===== src/rtl/bmid_pkg.sv =====
`default_nettype none
package bmid_pkg;

    localparam int ID_WIDTH_DEF = 16;

    localparam int TIME_W  = 32;
    localparam int BDUR_W  = 20;
    localparam int PBITS_W = 5;
    localparam int SYNCQ_W = 6;
    localparam int LIM_W   = 29;
    localparam int S4_W    = TIME_W + 2;

    localparam int IN_TDATA_W = ((TIME_W + 3 + 7) / 8) * 8;

    localparam int APB_AW = 4;
    localparam int APB_DW = 32;

    localparam logic [BDUR_W-1:0]  BDUR_RST  = BDUR_W'(33333);
    localparam logic [PBITS_W-1:0] PBITS_RST = PBITS_W'(8);
    localparam logic [SYNCQ_W-1:0] SYNCQ_RST = SYNCQ_W'(8);

    typedef logic [LIM_W-1:0] lim_t;

    typedef enum logic [1:0] {
        REG_BIT_DUR = 2'd0,
        REG_PAYLOAD = 2'd1,
        REG_SYNC_Q  = 2'd2
    } cfg_reg_t;

    localparam logic [1:0] CAND_NEED_REPLACE = 2'd3;
    localparam logic [1:0] CAND_NEED_NORMAL  = 2'd2;
    localparam logic [1:0] CAND_MAX          = 2'd3;

    // elapsed time, clamped at zero
    function automatic logic [TIME_W-1:0] since(input logic [TIME_W-1:0] now,
                                                input logic [TIME_W-1:0] then_t);
        since = (now <= then_t) ? '0 : now - then_t;
    endfunction

    // elapsed time in quarter microseconds
    function automatic logic [S4_W-1:0] since4(input logic [TIME_W-1:0] now,
                                               input logic [TIME_W-1:0] then_t);
        since4 = {since(now, then_t), 2'b00};
    endfunction

endpackage
`default_nettype wire


===== src/rtl/blink_marker_id_decoder.sv =====
`default_nettype none
// Channel   Dir  Ports      Fields (low bit up)
// s_axis    in   tdata      time_us[31:0], matched, bright, ignore_decode, zero fill
//                tuser      req_type
// m_axis    out  tdata      retired, seen_now, id_ok, marker_id, report_marker,
//                           unseen_age_us, zero fill
// apb       in   p*         0x0 bit_duration_us, 0x4 payload_bits, 0x8 sync_quarter_bits
//
// One beat per cycle while m_axis_tready holds.
// The whole decode step sits between the input register and the result register.
// Bit-time limits are registered products of the config registers, except the sample point.
// While a result waits on m_axis_tready the input register takes one more beat,
// then s_axis_tready drops.
// aresetn is synchronous, active low; it clears the track and restores config defaults.
module blink_marker_id_decoder #(
    parameter int ID_WIDTH = bmid_pkg::ID_WIDTH_DEF
) (
    input  wire logic                                 aclk,
    input  wire logic                                 aresetn,
    input  wire logic                                 s_axis_tvalid,
    output logic                                      s_axis_tready,
    // time_us[31:0], matched[32], bright[33], ignore_decode[34]
    input  wire logic [bmid_pkg::IN_TDATA_W-1:0]      s_axis_tdata,
    // req_type[0]
    input  wire logic [0:0]                           s_axis_tuser,
    output logic                                      m_axis_tvalid,
    input  wire logic                                 m_axis_tready,
    // retired, seen_now, id_ok, marker_id, report_marker, unseen_age_us
    output logic [((ID_WIDTH + 36 + 7) / 8) * 8-1:0]  m_axis_tdata,
    input  wire logic                                 psel,
    input  wire logic                                 penable,
    input  wire logic                                 pwrite,
    input  wire logic [bmid_pkg::APB_AW-1:0]          paddr,
    input  wire logic [bmid_pkg::APB_DW-1:0]          pwdata,
    output logic [bmid_pkg::APB_DW-1:0]               prdata,
    output logic                                      pready
);
    import bmid_pkg::*;

    localparam int OUT_W = ((ID_WIDTH + 36 + 7) / 8) * 8;
    localparam int OUT_USED = ID_WIDTH + 36;

    // config
    logic [BDUR_W-1:0]  bdur_reg;
    logic [PBITS_W-1:0] pbits_reg;
    logic [SYNCQ_W-1:0] syncq_reg;
    cfg_reg_t           cfg_sel;
    logic               cfg_wr;

    assign pready  = 1'b1;
    assign cfg_sel = cfg_reg_t'(paddr[3:2]);
    assign cfg_wr  = psel && penable && pwrite && pready;

    always_ff @(posedge aclk) begin
        if (!aresetn) begin
            bdur_reg  <= BDUR_RST;
            pbits_reg <= PBITS_RST;
            syncq_reg <= SYNCQ_RST;
        end else if (cfg_wr) begin
            case (cfg_sel)
                REG_BIT_DUR: bdur_reg  <= pwdata[BDUR_W-1:0];
                REG_PAYLOAD: pbits_reg <= pwdata[PBITS_W-1:0];
                REG_SYNC_Q:  syncq_reg <= pwdata[SYNCQ_W-1:0];
                default: begin
                end
            endcase
        end
    end

    always_comb begin
        case (cfg_sel)
            REG_BIT_DUR: prdata = APB_DW'(bdur_reg);
            REG_PAYLOAD: prdata = APB_DW'(pbits_reg);
            REG_SYNC_Q:  prdata = APB_DW'(syncq_reg);
            default:     prdata = '0;
        endcase
    end

    // limits in quarter microseconds
    lim_t unseen_lim_reg, static_lim_reg, stale_lim_reg, sync_lim_reg;
    lim_t nine_bd_reg;

    always_ff @(posedge aclk) begin
        unseen_lim_reg <= lim_t'(bdur_reg) * lim_t'({(PBITS_W'(pbits_reg) + 6'd2), 2'b00});
        static_lim_reg <= lim_t'(bdur_reg) * lim_t'({(6'(pbits_reg) + 6'd10), 2'b00});
        stale_lim_reg  <= lim_t'(bdur_reg) * lim_t'(9'(6'(pbits_reg) + 6'd6) * 9'd10);
        sync_lim_reg   <= lim_t'(bdur_reg) * lim_t'(syncq_reg);
        nine_bd_reg    <= lim_t'(bdur_reg) * lim_t'(4'd9);
    end

    // input register
    logic              in_vld_reg;
    logic              in_req_obs_reg;
    logic [TIME_W-1:0] in_time_reg;
    logic              in_matched_reg, in_bright_reg, in_ignore_reg;
    logic              out_vld_reg;
    logic [OUT_W-1:0]  out_data_reg;
    logic              advance;
    logic              in_take;

    assign advance       = in_vld_reg && (!out_vld_reg || m_axis_tready);
    assign s_axis_tready = !in_vld_reg || advance;
    assign in_take       = s_axis_tvalid && s_axis_tready;

    always_ff @(posedge aclk) begin
        if (!aresetn) begin
            in_vld_reg <= 1'b0;
        end else if (in_take) begin
            in_vld_reg <= 1'b1;
        end else if (advance) begin
            in_vld_reg <= 1'b0;
        end
    end

    always_ff @(posedge aclk) begin
        if (in_take) begin
            in_req_obs_reg <= s_axis_tuser[0];
            in_time_reg    <= s_axis_tdata[TIME_W-1:0];
            in_matched_reg <= s_axis_tdata[TIME_W];
            in_bright_reg  <= s_axis_tdata[TIME_W+1];
            in_ignore_reg  <= s_axis_tdata[TIME_W+2];
        end
    end

    // track state
    logic                track_active_reg, track_active_next;
    logic                decoding_reg, decoding_next;
    logic [TIME_W-1:0]   sync_stamp_reg, sync_stamp_next;
    logic [PBITS_W-1:0]  bit_count_reg, bit_count_next;
    logic [ID_WIDTH-1:0] shift_id_reg, shift_id_next;
    logic                prev_bright_reg, prev_bright_next;
    logic                hs_vld_reg, hs_vld_next;
    logic [TIME_W-1:0]   hs_reg, hs_next;
    logic                ls_vld_reg, ls_vld_next;
    logic [TIME_W-1:0]   ls_reg, ls_next;
    logic                sync_armed_reg, sync_armed_next;
    logic                conf_vld_reg, conf_vld_next;
    logic [ID_WIDTH-1:0] conf_id_reg, conf_id_next;
    logic [ID_WIDTH-1:0] cand_id_reg, cand_id_next;
    logic [1:0]          cand_cnt_reg, cand_cnt_next;
    logic [TIME_W-1:0]   cand_stamp_reg, cand_stamp_next;
    logic [TIME_W-1:0]   last_seen_reg, last_seen_next;
    logic                visible_reg, visible_next;

    logic                cur, retired, live_item;
    logic [S4_W-1:0]     age_pre4, el4;
    logic [ID_WIDTH:0]   shift_ext;
    logic [ID_WIDTH-1:0] shift_new;
    logic [PBITS_W-1:0]  bc_new;
    logic                stale, arm_now;
    logic [1:0]          cnt_tmp, need;
    logic [TIME_W-1:0]   t;
    lim_t                samp_lim;

    assign t         = in_time_reg;
    assign age_pre4  = since4(t, last_seen_reg);
    assign el4       = since4(t, sync_stamp_reg);
    // next sample point: (6 + 4 * bit_count) quarter bits after sync
    assign samp_lim  = lim_t'(bdur_reg) * lim_t'(8'({bit_count_reg, 2'b00}) + 8'd6);
    assign shift_ext = {shift_id_reg, cur};
    assign shift_new = shift_ext[ID_WIDTH-1:0];
    assign bc_new    = bit_count_reg + PBITS_W'(1);
    assign stale     = since4(t, cand_stamp_reg) > S4_W'(stale_lim_reg);
    assign arm_now   = hs_vld_reg && (since4(t, hs_reg) >= S4_W'(sync_lim_reg));
    assign need      = (shift_new != '0 && conf_vld_reg && conf_id_reg == '0) ?
                       CAND_NEED_REPLACE : CAND_NEED_NORMAL;
    assign live_item = !in_req_obs_reg || track_active_reg;

    always_comb begin
        track_active_next = track_active_reg;
        decoding_next     = decoding_reg;
        sync_stamp_next   = sync_stamp_reg;
        bit_count_next    = bit_count_reg;
        shift_id_next     = shift_id_reg;
        prev_bright_next  = prev_bright_reg;
        hs_vld_next       = hs_vld_reg;
        hs_next           = hs_reg;
        ls_vld_next       = ls_vld_reg;
        ls_next           = ls_reg;
        sync_armed_next   = sync_armed_reg;
        conf_vld_next     = conf_vld_reg;
        conf_id_next      = conf_id_reg;
        cand_id_next      = cand_id_reg;
        cand_cnt_next     = cand_cnt_reg;
        cand_stamp_next   = cand_stamp_reg;
        last_seen_next    = last_seen_reg;
        visible_next      = visible_reg;
        cur               = 1'b0;
        retired           = 1'b0;
        cnt_tmp           = cand_cnt_reg;

        if (!in_req_obs_reg) begin
            track_active_next = 1'b1;
            decoding_next     = 1'b0;
            sync_stamp_next   = '0;
            bit_count_next    = '0;
            shift_id_next     = '0;
            prev_bright_next  = in_bright_reg;
            hs_vld_next       = in_bright_reg;
            hs_next           = t;
            ls_vld_next       = !in_bright_reg;
            ls_next           = t;
            sync_armed_next   = 1'b0;
            conf_vld_next     = 1'b0;
            conf_id_next      = '0;
            cand_id_next      = '0;
            cand_cnt_next     = '0;
            cand_stamp_next   = '0;
            last_seen_next    = t;
            visible_next      = 1'b1;
        end else if (track_active_reg) begin
            if (age_pre4 >= S4_W'(unseen_lim_reg)) begin
                track_active_next = 1'b0;
                visible_next      = 1'b0;
                retired           = 1'b1;
            end else begin
                visible_next = 1'b0;
                if (in_matched_reg) begin
                    last_seen_next = t;
                    visible_next   = 1'b1;
                    cur            = in_bright_reg;
                end
                if (in_ignore_reg) begin
                    decoding_next   = 1'b0;
                    sync_stamp_next = '0;
                    bit_count_next  = '0;
                    shift_id_next   = '0;
                    sync_armed_next = 1'b0;
                    cand_id_next    = '0;
                    cand_cnt_next   = '0;
                    cand_stamp_next = '0;
                    hs_vld_next     = cur;
                    hs_next         = t;
                    ls_vld_next     = !cur;
                    ls_next         = t;
                end else if (!decoding_reg) begin
                    if (cur) begin
                        if (!prev_bright_reg) begin
                            hs_vld_next     = 1'b1;
                            hs_next         = t;
                            ls_vld_next     = 1'b0;
                            sync_armed_next = 1'b0;
                        end
                        // long steady high run: static marker
                        if ((!conf_vld_reg || conf_id_reg == '0) && prev_bright_reg &&
                            hs_vld_reg && since4(t, hs_reg) > S4_W'(static_lim_reg)) begin
                            conf_vld_next   = 1'b1;
                            conf_id_next    = '0;
                            cand_cnt_next   = '0;
                            cand_id_next    = '0;
                            cand_stamp_next = '0;
                        end
                    end else begin
                        if (prev_bright_reg) begin
                            ls_vld_next     = 1'b1;
                            ls_next         = t;
                            sync_armed_next = arm_now;
                            if (arm_now) begin
                                decoding_next   = 1'b1;
                                sync_stamp_next = t;
                                bit_count_next  = '0;
                                shift_id_next   = '0;
                            end
                        end else if (sync_armed_reg && ls_vld_reg &&
                                     since4(t, ls_reg) > S4_W'(nine_bd_reg)) begin
                            sync_armed_next = 1'b0;
                        end
                        hs_vld_next = 1'b0;
                    end
                end else begin
                    if (el4 >= S4_W'(samp_lim)) begin
                        shift_id_next  = shift_new;
                        bit_count_next = bc_new;
                        if (bc_new >= pbits_reg || bc_new == '0) begin
                            // packet complete
                            if (cand_cnt_reg == '0 || cand_id_reg != shift_new || stale) begin
                                cnt_tmp = 2'd1;
                            end else if (cand_cnt_reg < CAND_MAX) begin
                                cnt_tmp = cand_cnt_reg + 2'd1;
                            end
                            cand_id_next    = (cnt_tmp == 2'd1) ? shift_new : cand_id_reg;
                            cand_stamp_next = t;
                            cand_cnt_next   = cnt_tmp;
                            if (conf_vld_reg && conf_id_reg == shift_new) begin
                                cand_cnt_next = need;
                            end else if (cnt_tmp >= need) begin
                                conf_id_next  = shift_new;
                                conf_vld_next = 1'b1;
                                cand_cnt_next = '0;
                            end
                            decoding_next   = 1'b0;
                            sync_armed_next = 1'b0;
                            hs_vld_next     = cur;
                            hs_next         = t;
                            ls_vld_next     = !cur;
                            ls_next         = t;
                        end
                    end
                    if (el4 > S4_W'(unseen_lim_reg)) begin
                        decoding_next   = 1'b0;
                        sync_armed_next = 1'b0;
                        hs_vld_next     = cur;
                        hs_next         = t;
                        ls_vld_next     = !cur;
                        ls_next         = t;
                    end
                end
                prev_bright_next = cur;
            end
        end
    end

    // result fields
    logic [TIME_W-1:0]   age_us;
    logic                res_seen, res_id_ok, res_report;
    logic [ID_WIDTH-1:0] res_id;
    logic [OUT_W-1:0]    out_data_next;

    assign age_us     = since(t, last_seen_next);
    assign res_seen   = live_item && !retired && visible_next;
    assign res_id_ok  = live_item && conf_vld_next;
    assign res_id     = res_id_ok ? conf_id_next : '0;
    assign res_report = live_item && !retired && conf_vld_next &&
                        ({age_us, 2'b00} < S4_W'(unseen_lim_reg));

    always_comb begin
        out_data_next = '0;
        out_data_next[OUT_USED-1:0] = {(live_item ? age_us : {TIME_W{1'b0}}), res_report,
                                       res_id, res_id_ok, res_seen, retired};
    end

    always_ff @(posedge aclk) begin
        if (!aresetn) begin
            track_active_reg <= 1'b0;
            decoding_reg     <= 1'b0;
            sync_stamp_reg   <= '0;
            bit_count_reg    <= '0;
            shift_id_reg     <= '0;
            prev_bright_reg  <= 1'b0;
            hs_vld_reg       <= 1'b0;
            ls_vld_reg       <= 1'b0;
            sync_armed_reg   <= 1'b0;
            conf_vld_reg     <= 1'b0;
            conf_id_reg      <= '0;
            cand_id_reg      <= '0;
            cand_cnt_reg     <= '0;
            cand_stamp_reg   <= '0;
            last_seen_reg    <= '0;
            visible_reg      <= 1'b0;
        end else if (advance) begin
            track_active_reg <= track_active_next;
            decoding_reg     <= decoding_next;
            sync_stamp_reg   <= sync_stamp_next;
            bit_count_reg    <= bit_count_next;
            shift_id_reg     <= shift_id_next;
            prev_bright_reg  <= prev_bright_next;
            hs_vld_reg       <= hs_vld_next;
            ls_vld_reg       <= ls_vld_next;
            sync_armed_reg   <= sync_armed_next;
            conf_vld_reg     <= conf_vld_next;
            conf_id_reg      <= conf_id_next;
            cand_id_reg      <= cand_id_next;
            cand_cnt_reg     <= cand_cnt_next;
            cand_stamp_reg   <= cand_stamp_next;
            last_seen_reg    <= last_seen_next;
            visible_reg      <= visible_next;
        end
    end

    always_ff @(posedge aclk) begin
        if (advance) begin
            hs_reg       <= hs_next;
            ls_reg       <= ls_next;
            out_data_reg <= out_data_next;
        end
    end

    always_ff @(posedge aclk) begin
        if (!aresetn) begin
            out_vld_reg <= 1'b0;
        end else if (advance) begin
            out_vld_reg <= 1'b1;
        end else if (m_axis_tready) begin
            out_vld_reg <= 1'b0;
        end
    end

    assign m_axis_tvalid = out_vld_reg;
    assign m_axis_tdata  = out_data_reg;

endmodule
`default_nettype wire


===== config.mk =====
export PLATFORM = sky130hd
export DESIGN_NAME = blink_marker_id_decoder
export DESIGN_NICKNAME = d
export VERILOG_FILES = /design/src/rtl/bmid_pkg.sv /design/src/rtl/blink_marker_id_decoder.sv
export SDC_FILE = /design/constraint.sdc
export NUM_CORES = 2
export LEC_CHECK = 0
export BUFFER_PORTS_ARGS = -buffer_cell sky130_fd_sc_hd__buf_2
export CAP_MARGIN = 20
export CORE_ASPECT_RATIO = 1.5
export CORE_MARGIN = 5
export CORE_UTILIZATION = 50
export CTS_BUF_LIST = sky130_fd_sc_hd__clkbuf_2 sky130_fd_sc_hd__clkbuf_4 sky130_fd_sc_hd__clkbuf_8
export CTS_CLUSTER_SIZE = 30
export DETAILED_ROUTE_END_ITERATION = 8
export GPL_TIMING_DRIVEN = 0
export PLACE_DENSITY = 0.67
export SYNTH_ARGS = -nofsm -noshare
export SYNTH_HDL_FRONTEND = slang
export SYNTH_SLANG_ARGS = --single-unit

===== constraint.sdc =====
create_clock -name aclk -period 11.7 [get_ports aclk]
set_input_delay 0.585 -clock aclk [delete_from_list [all_inputs] [get_ports aclk]]
set_output_delay 0.585 -clock aclk [all_outputs]
set_load 0.005 [all_outputs]

---- Word-level counts from Yosys, hierarchy flattened ----
Index checks and enable logic that the tools add are counted.
storage, ports and cells
  bits in registers ....................... 415
  logic and storage cells ................. 283
operators by class
  mux-type cells .......................... 151
  $mul .................................... 6
  magnitude comparators ................... 15
  reduce and logical (&&, ||, !) cells .... 45
  equal/unequal tests ..................... 23
  add/subtract/negate cells ............... 11
operators by type and width
  cell                                                    number
  two-way mux 32 bit                                      34
  two-way mux 16 bit                                      21
  less-or-equal comparator 32 bit                         5
  subtractor 32 bit                                       5
  two-way mux 15 bit                                      9
  multiplier 20 x 6 -> 26 bit                             3
  >= comparator 34 x 28 -> 1 bit                          2
  > comparator 34 x 28 -> 1 bit                           2
  one-hot mux 20 bit (3 select lines)                     1
  two-way mux 1 bit                                       57
  two-way mux 5 bit                                       9
  two-way mux 2 bit                                       20
  >= comparator 34 x 26 -> 1 bit                          1
  > comparator 34 x 29 -> 1 bit                           1
  less-than comparator 34 x 28 -> 1 bit                   1
  multiplier 20 x 8 -> 28 bit                             1
  multiplier 20 x 9 -> 28 bit                             1
  AND reduction 7 bit                                     4
  equality test 16 bit                                    1
  logical AND 1 bit                                       16
  logical NOT 16 bit                                      1
  inequality test 16 bit                                  1
  inequality test 4 x 1 -> 1 bit (second input constant)  4
  nonzero test 16 bit                                     1
  29 further kinds                                        50

---- Logic depth before layout (Yosys ltp) ----
  depth in word-level cells ............... 32
  gate-level depth with buffers ........... 53
  depth with buffers taken out ............ 48

---- Worst setup path before layout ----
No wires, ideal clock.
  path type ............................... register -> register
  from .................................... reg in_time_reg[0]
  to ...................................... reg out_data_reg[19], in the netlist m_axis_tdata[19] (data pin)
  path slack .............................. 1.543 ns
  setup time .............................. 0.176 ns
  period minus slack after synthesis ...... 10.157 ns
  cell stages (with the launch flop) ...... 52
  data required time ...................... 11.524 ns
  arrival time ............................ 9.981 ns
  path through ............................ edfxtp_1 > inv_1 > ha_1 > inv_1 > fa_1 > a21oi_1 > o221ai_1 > a211oi_1 > o211a_1 > o41a_1 > o211a_1 > or2_1 > buf_4 > clkbuf_1 > nor2_1 > ha_1 > a21o_1 > a21o_1 > [... 16 more ...] > o21ai_0 > a21oi_1 > a41oi_1 > clkbuf_1 > and2_1 > ha_1 > a21oi_1 > nor2b_1 > o21ai_0 > nand2b_1 > a21oi_1 > nor2b_1 > o21ai_0 > nand2b_1 > a21oi_1 > nor2_1 > a2111o_1 > nor4_1
between the ends
  elaborated cells between the ends (all ways) .. 64
  those cells by class .................... add/sub: 5; order compare: 11; eq/ne: 2; mux: 35; reduce/logical: 11
RTL lines
  item                                                                         line                            source
  start, declared                                                              blink_marker_id_decoder.sv:94   logic [TIME_W-1:0] in_time_reg;
  start signal, assigned                                                       blink_marker_id_decoder.sv:118  in_time_reg <= s_axis_tdata[TIME_W-1:0];
  subtractor 32 bit / less-or-equal comparator 32 bit (equally long branches)  bmid_pkg.sv:37                  since = (now <= then_t) ? '0 : now - then_t;
  two-way mux 32 bit                                                           bmid_pkg.sv:37
  >= comparator 34 x 28 -> 1 bit                                               blink_marker_id_decoder.sv:212  if (age_pre4 >= S4_W'(unseen_lim_reg)) begin
  two-way mux 32 bit                                                           blink_marker_id_decoder.sv:212
  two-way mux 32 bit                                                           blink_marker_id_decoder.sv:211  end else if (track_active_reg) begin
  two-way mux 32 bit                                                           blink_marker_id_decoder.sv:192  if (!in_req_obs_reg) begin
  subtractor 32 bit / less-or-equal comparator 32 bit (equally long branches)  bmid_pkg.sv:37
  two-way mux 32 bit (*)                                                       bmid_pkg.sv:37
  via age_us[17]                                                               blink_marker_id_decoder.sv:314  logic [TIME_W-1:0] age_us;
  less-than comparator 34 x 28 -> 1 bit (*)                                    blink_marker_id_decoder.sv:324  ({age_us, 2'b00} < S4_W'(unseen_lim_reg));
  logical AND 1 bit (*)                                                        blink_marker_id_decoder.sv:323  assign res_report = live_item && !retired && conf_vld_next &&
  via res_report                                                               blink_marker_id_decoder.sv:315  logic res_seen, res_id_ok, res_report;
  end signal, assigned                                                         blink_marker_id_decoder.sv:374  out_data_reg <= out_data_next;
  end, declared                                                                blink_marker_id_decoder.sv:97   logic [OUT_W-1:0] out_data_reg;
Mark *: on every way through the listed nets, which the timed path passes. The rest lies on a longest branch. The select of a mux whose other input is x is not followed.
A chain may end at the register's enable or synchronous reset.

---- Worst setup path in the final report ----
  from .................................... reg in_time_reg[0]
  to ...................................... reg out_data_reg[19], in the netlist m_axis_tdata[19] (data pin)
between the ends
  elaborated cells between the ends (all ways) .. 64
  those cells by class .................... add/sub: 5; order compare: 11; eq/ne: 2; mux: 35; reduce/logical: 11
RTL lines
  item                                                                         line                            source
  subtractor 32 bit / less-or-equal comparator 32 bit (equally long branches)  bmid_pkg.sv:37
  two-way mux 32 bit                                                           bmid_pkg.sv:37
  >= comparator 34 x 28 -> 1 bit                                               blink_marker_id_decoder.sv:212
  two-way mux 32 bit                                                           blink_marker_id_decoder.sv:212
  two-way mux 32 bit                                                           blink_marker_id_decoder.sv:211
  two-way mux 32 bit (*)                                                       blink_marker_id_decoder.sv:192
  via last_seen_next[0]                                                        blink_marker_id_decoder.sv:142  logic [TIME_W-1:0] last_seen_reg, last_seen_next;
  subtractor 32 bit / less-or-equal comparator 32 bit (equally long branches)  bmid_pkg.sv:37
  two-way mux 32 bit (*)                                                       bmid_pkg.sv:37
  via age_us[22]                                                               blink_marker_id_decoder.sv:314
  less-than comparator 34 x 28 -> 1 bit (*)                                    blink_marker_id_decoder.sv:324
  logical AND 1 bit (*)                                                        blink_marker_id_decoder.sv:323
  via res_report                                                               blink_marker_id_decoder.sv:315
Marked as above.

==> results.yml <==
synth:
  syn-cell-area_sq_mm: 0.0476
  post_synth_num_cell_types: 88
  leading_cell_types_by_total_area_after_synthesis: "sky130_fd_sc_hd__fa_1, sky130_fd_sc_hd__ha_1, sky130_fd_sc_hd__dfxtp_1, sky130_fd_sc_hd__edfxtp_1, sky130_fd_sc_hd__inv_1"
  synthSimpleGateAreaFrac_pct: 19.2
  synthCells: 5619
  synth.area.mux_share_pct: 0.934
  seq_area_frac_synth_pct: 19.7
  synth_compound_area_share_pct: 15.0
  asyncSetResetFlopFracSynth_pct: 0
  synth_seq_cells: 409
  synthesis_warning_total: 0
  dominantRegCellSynth: "sky130_fd_sc_hd__dfxtp_1"
  yosysTopAreaCell: "sky130_fd_sc_hd__fa_1"
  synth_top_area_share_pct: 17.8
  post_synthesis_xor_xnor_area_fraction_pct: 4.88
  synth_edf_count: 120
  syn-mean-instance-area_sq_um: 8.46
  synth_adder_area_share_pct: 32.6
  synth_top_family_by_area: "adder cells"
timing:
  finalWorstPathRequiredPeriod_ns: 11.35
  final.period_utilization_pct: 97.0
  timing_hold_violations_final: 0
  worst_pin_slew_ns: 1.20
  setup_viol_count_final: 0
  slew_violations: 0
  maxClockFrequency_mhz: 88.1
  sum_neg_setup_slack_ns: 0
  max_slew_margin_pct: 20.0
  fin_skew_ns: 0.0852
detailed_routing:
  routed_wire_length_um: 177000
  via_count: 42400
  violation_count_after_the_first_detailed_route_iteration: 3232
  drc_errors: 0
  detail-route-antenna-nets: 0
  vias_per_cell: 5.85
  drtPass1Iterations: 7
  drt-wirelength-per-cell_um: 24.5
setup_path:
  timing.rr.end: "m_axis_tdata[19]"
  worst_r2r_path_depth: 49
  cp_data_required_time_ns: 12.20
  timing.critical_path.mode_cell: "sky130_fd_sc_hd__ha_1"
  start_kind: "flop"
  timing.critical_path.slowest_cell_delay_ns: 0.53
  timing.reg2reg.setup_slack_ns: 0.35
  cp_class: "flop to flop"
  cp.arrival_ns: 11.85
  timing.rr.start: "in_time_reg[0]"
  timing.critical_path.slowest_stage_cell: "sky130_fd_sc_hd__or3b_2"
  worstPathMaxFanout: 10
  worst_setup_path_end_kind: "flop"
min_path:
  hold_end: "syncq_reg[5]"
  hold_path.startpoint: "pwdata[5]"
  min_delay_path_depth: 3
  min-delay-path-class: "primary input to flop"
global_route:
  largest_net_degree_at_the_start_of_global_routing: 61
  number_of_global_route_vias_before_repair: 43400
  antenna_violations_before_repair: 5
  grt_overflow: 0
  gr-usage-all-layers_pct: 34.4
  grt_pass1_wl_um: 262000
pwr:
  switching_share_pct: 37.2
  irDropWorstVdd_uv: 78.0
  internal-power_mw: 3.03
  p_switching_mw: 1.79
  static-leakage-power_nw: 23.6
  share_comb_of_total_power_pct: 34.5
  sequentialPowerShare_pct: 33.0
  p_per_area_mw_per_mm2: 91.9
  fin_total_pwr_mw: 4.82
  clockPowerShare_pct: 32.4
floorplanning:
  fp-row-count: 138
  core-area_sq_mm: 0.0944
  io_pins: 175
  initial_utilization_pct: 50.4
  chipHeight_um: 388
  die_area_sq_mm: 0.102
  fp.dieW_um: 262
clocking:
  cts_max_level: 3
  ctsLongestPathBuffers: 3
  tritoncts.num_buffers: 71
  tritoncts: "built"
  cts_root_buf: "sky130_fd_sc_hd__clkbuf_8"
  clkLatencyLatePin_ns: 0.80
  tritoncts_num_sinks: 409
  clkSlewWorstSetupHoldPaths_ns: 0.07
finish:
  layout.nets: 6999
  nFillCells: 8937
  area.sequential_sq_mm: 0.00939
  area_used_by_multi_input_combinational_logic_sq_mm: 0.0348
  growth_of_design_area_from_synthesis_to_finish_pct: 10.3
  max_ffs_per_register: 52
  drive_above_1_share_pct: 7.62
placement:
  port_buffers: 138
  dp_hpwl_um: 141000
  gp_routability_congestion: 1.03
run:
  max_cap_violations: 0
status:
  status: "completed"
[power groups by stage]
stage,clock network [mW],logic (mW),registers [mW]
finish,1.56,1.66,1.59
global route,1.64,1.84,1.60
CTS,1.58,1.63,1.59
detailed placement,0,1.55,1.65
global placement,0,1.53,1.65
floorplan,0,1.08,1.60
[per-layer routing]
layer  GRT usage (%)  share of wire, %
met2            58.4                48
met3            5.52               6.0
met5               0                 0
met1            36.2                35
met4            30.6                11
[cells in the final DEF, fill, tap and decap left out, types with 23 or more instances in the layout]
master	instances
sky130_fd_sc_hd__nand3_1	92
sky130_fd_sc_hd__nor2b_1	105
sky130_fd_sc_hd__mux2i_1	41
sky130_fd_sc_hd__xnor2_1	169
sky130_fd_sc_hd__dfxtp_1	289
sky130_fd_sc_hd__a21oi_1	426
sky130_fd_sc_hd__a21o_1	134
sky130_fd_sc_hd__edfxtp_1	120
sky130_fd_sc_hd__and2_1	245
sky130_fd_sc_hd__nand2b_1	59
sky130_fd_sc_hd__fa_1	423
sky130_fd_sc_hd__inv_1	656
sky130_fd_sc_hd__o21a_1	43
sky130_fd_sc_hd__and3_1	54
sky130_fd_sc_hd__clkbuf_8	79
sky130_fd_sc_hd__o211ai_1	23
sky130_fd_sc_hd__a211oi_1	32
sky130_fd_sc_hd__clkbuf_1	226
sky130_fd_sc_hd__dlygate4sd3_1	40
sky130_fd_sc_hd__nor2_1	361
sky130_fd_sc_hd__or2_2	49
sky130_fd_sc_hd__nor4_1	28
sky130_fd_sc_hd__nor3_1	77
sky130_fd_sc_hd__nand4_1	74
sky130_fd_sc_hd__buf_2	156
sky130_fd_sc_hd__ha_1	564
sky130_fd_sc_hd__o21bai_1	40
sky130_fd_sc_hd__nand2_1	639
sky130_fd_sc_hd__a22o_1	47
sky130_fd_sc_hd__o21ai_0	166
sky130_fd_sc_hd__buf_4	58
sky130_fd_sc_hd__xor2_1	93
[worst max-delay path, delay by kind of cell, from the launching register on]
kind | cells | cell delay, ns
AOI/OAI and AO/OA | 24 | 5.24
adders and majority gates | 6 | 1.68
buffers and inverters | 8 | 1.42
DFF | 1 | 0.48
muxes | 1 | 0.25
and+or+nand+nor | 10 | 1.98
[Yosys cell counts (23+ instances only)]
cell type	instances
sky130_fd_sc_hd__inv_1	657
sky130_fd_sc_hd__nand2_1	639
sky130_fd_sc_hd__ha_1	564
sky130_fd_sc_hd__a21oi_1	432
sky130_fd_sc_hd__fa_1	423
sky130_fd_sc_hd__nor2_1	362
sky130_fd_sc_hd__dfxtp_1	289
sky130_fd_sc_hd__and2_1	246
sky130_fd_sc_hd__clkbuf_1	233
sky130_fd_sc_hd__xnor2_1	170
sky130_fd_sc_hd__o21ai_0	166
sky130_fd_sc_hd__a21o_1	134
sky130_fd_sc_hd__edfxtp_1	120
sky130_fd_sc_hd__nor2b_1	105
sky130_fd_sc_hd__xor2_1	93
sky130_fd_sc_hd__nand3_1	92
sky130_fd_sc_hd__nor3_1	79
sky130_fd_sc_hd__nand4_1	74
sky130_fd_sc_hd__nand2b_1	59
sky130_fd_sc_hd__and3_1	54
sky130_fd_sc_hd__or2_2	49
sky130_fd_sc_hd__a22o_1	47
sky130_fd_sc_hd__o21a_1	43
sky130_fd_sc_hd__mux2i_1	41
sky130_fd_sc_hd__o21bai_1	40
sky130_fd_sc_hd__a211oi_1	34
sky130_fd_sc_hd__nor4_1	30
sky130_fd_sc_hd__o211ai_1	23
[timing repair]
item,CTS,global route
endpoints found under the hold margin,40,0
buffers inserted,33,4
hold buffers,40,0
endpoints found under the setup margin,33,1
pin swaps,5,5
resized for setup,27,16
[metrics by stage]
stage          area [sq um]  setup WS (ns)  utilization (%)  instances  hold slack (ns)
3_3_place_gp          49900          -3.21             52.8       7032            0.439
6_report              52500          0.351             55.6       7248           0.0524
3_5_place_dp          50000          -3.24             52.9       7039            0.445
2_1_floorplan         47600           1.54                -       5634            0.432
5_1_grt               52500        -0.0465             55.6       7246           0.0422
4_1_cts               52400         0.0344             55.5       7241          0.00555
[cell type report]
type / count / area share (%)
diodes: 3 / 0.0143
flip-flops and latches: 409 / 17.9
clock inverters: 35 / 0.813
inverters: 659 / 4.72
clock buffers: 95 / 2.30
repair buffers: 222 / 2.80
plain buffers: 272 / 2.22
multi-input cells: 4293 / 66.2
well taps: 1260 / 3.00
[how the worst max path moves through the flow]
stage	startpoint	to	slack (ns)	cells after the start
3_3_place_gp	in_time_reg[0]	m_axis_tdata[19]	-3.21	47
5_1_grt	in_time_reg[0]	m_axis_tdata[19]	-0.05	53
2_1_floorplan	in_time_reg[0]	m_axis_tdata[19]	1.54	51
6_report	in_time_reg[0]	m_axis_tdata[19]	0.35	49
4_1_cts	in_time_reg[0]	m_axis_tdata[19]	0.03	50
3_5_place_dp	in_time_reg[0]	m_axis_tdata[19]	-3.24	47
[cells by family after synthesis]
kind of cell             count (synthesis)
flip-flops                             409
buffers and inverters                  932
XOR/XNOR                               264
AO/OA/AOI/OAI                         1105
multiplexers                            44
other                                    2
AND/OR/NAND/NOR                       1876
adder cells (fa/ha/maj)                987
Note: power is estimated with default switching activity, not from simulation.
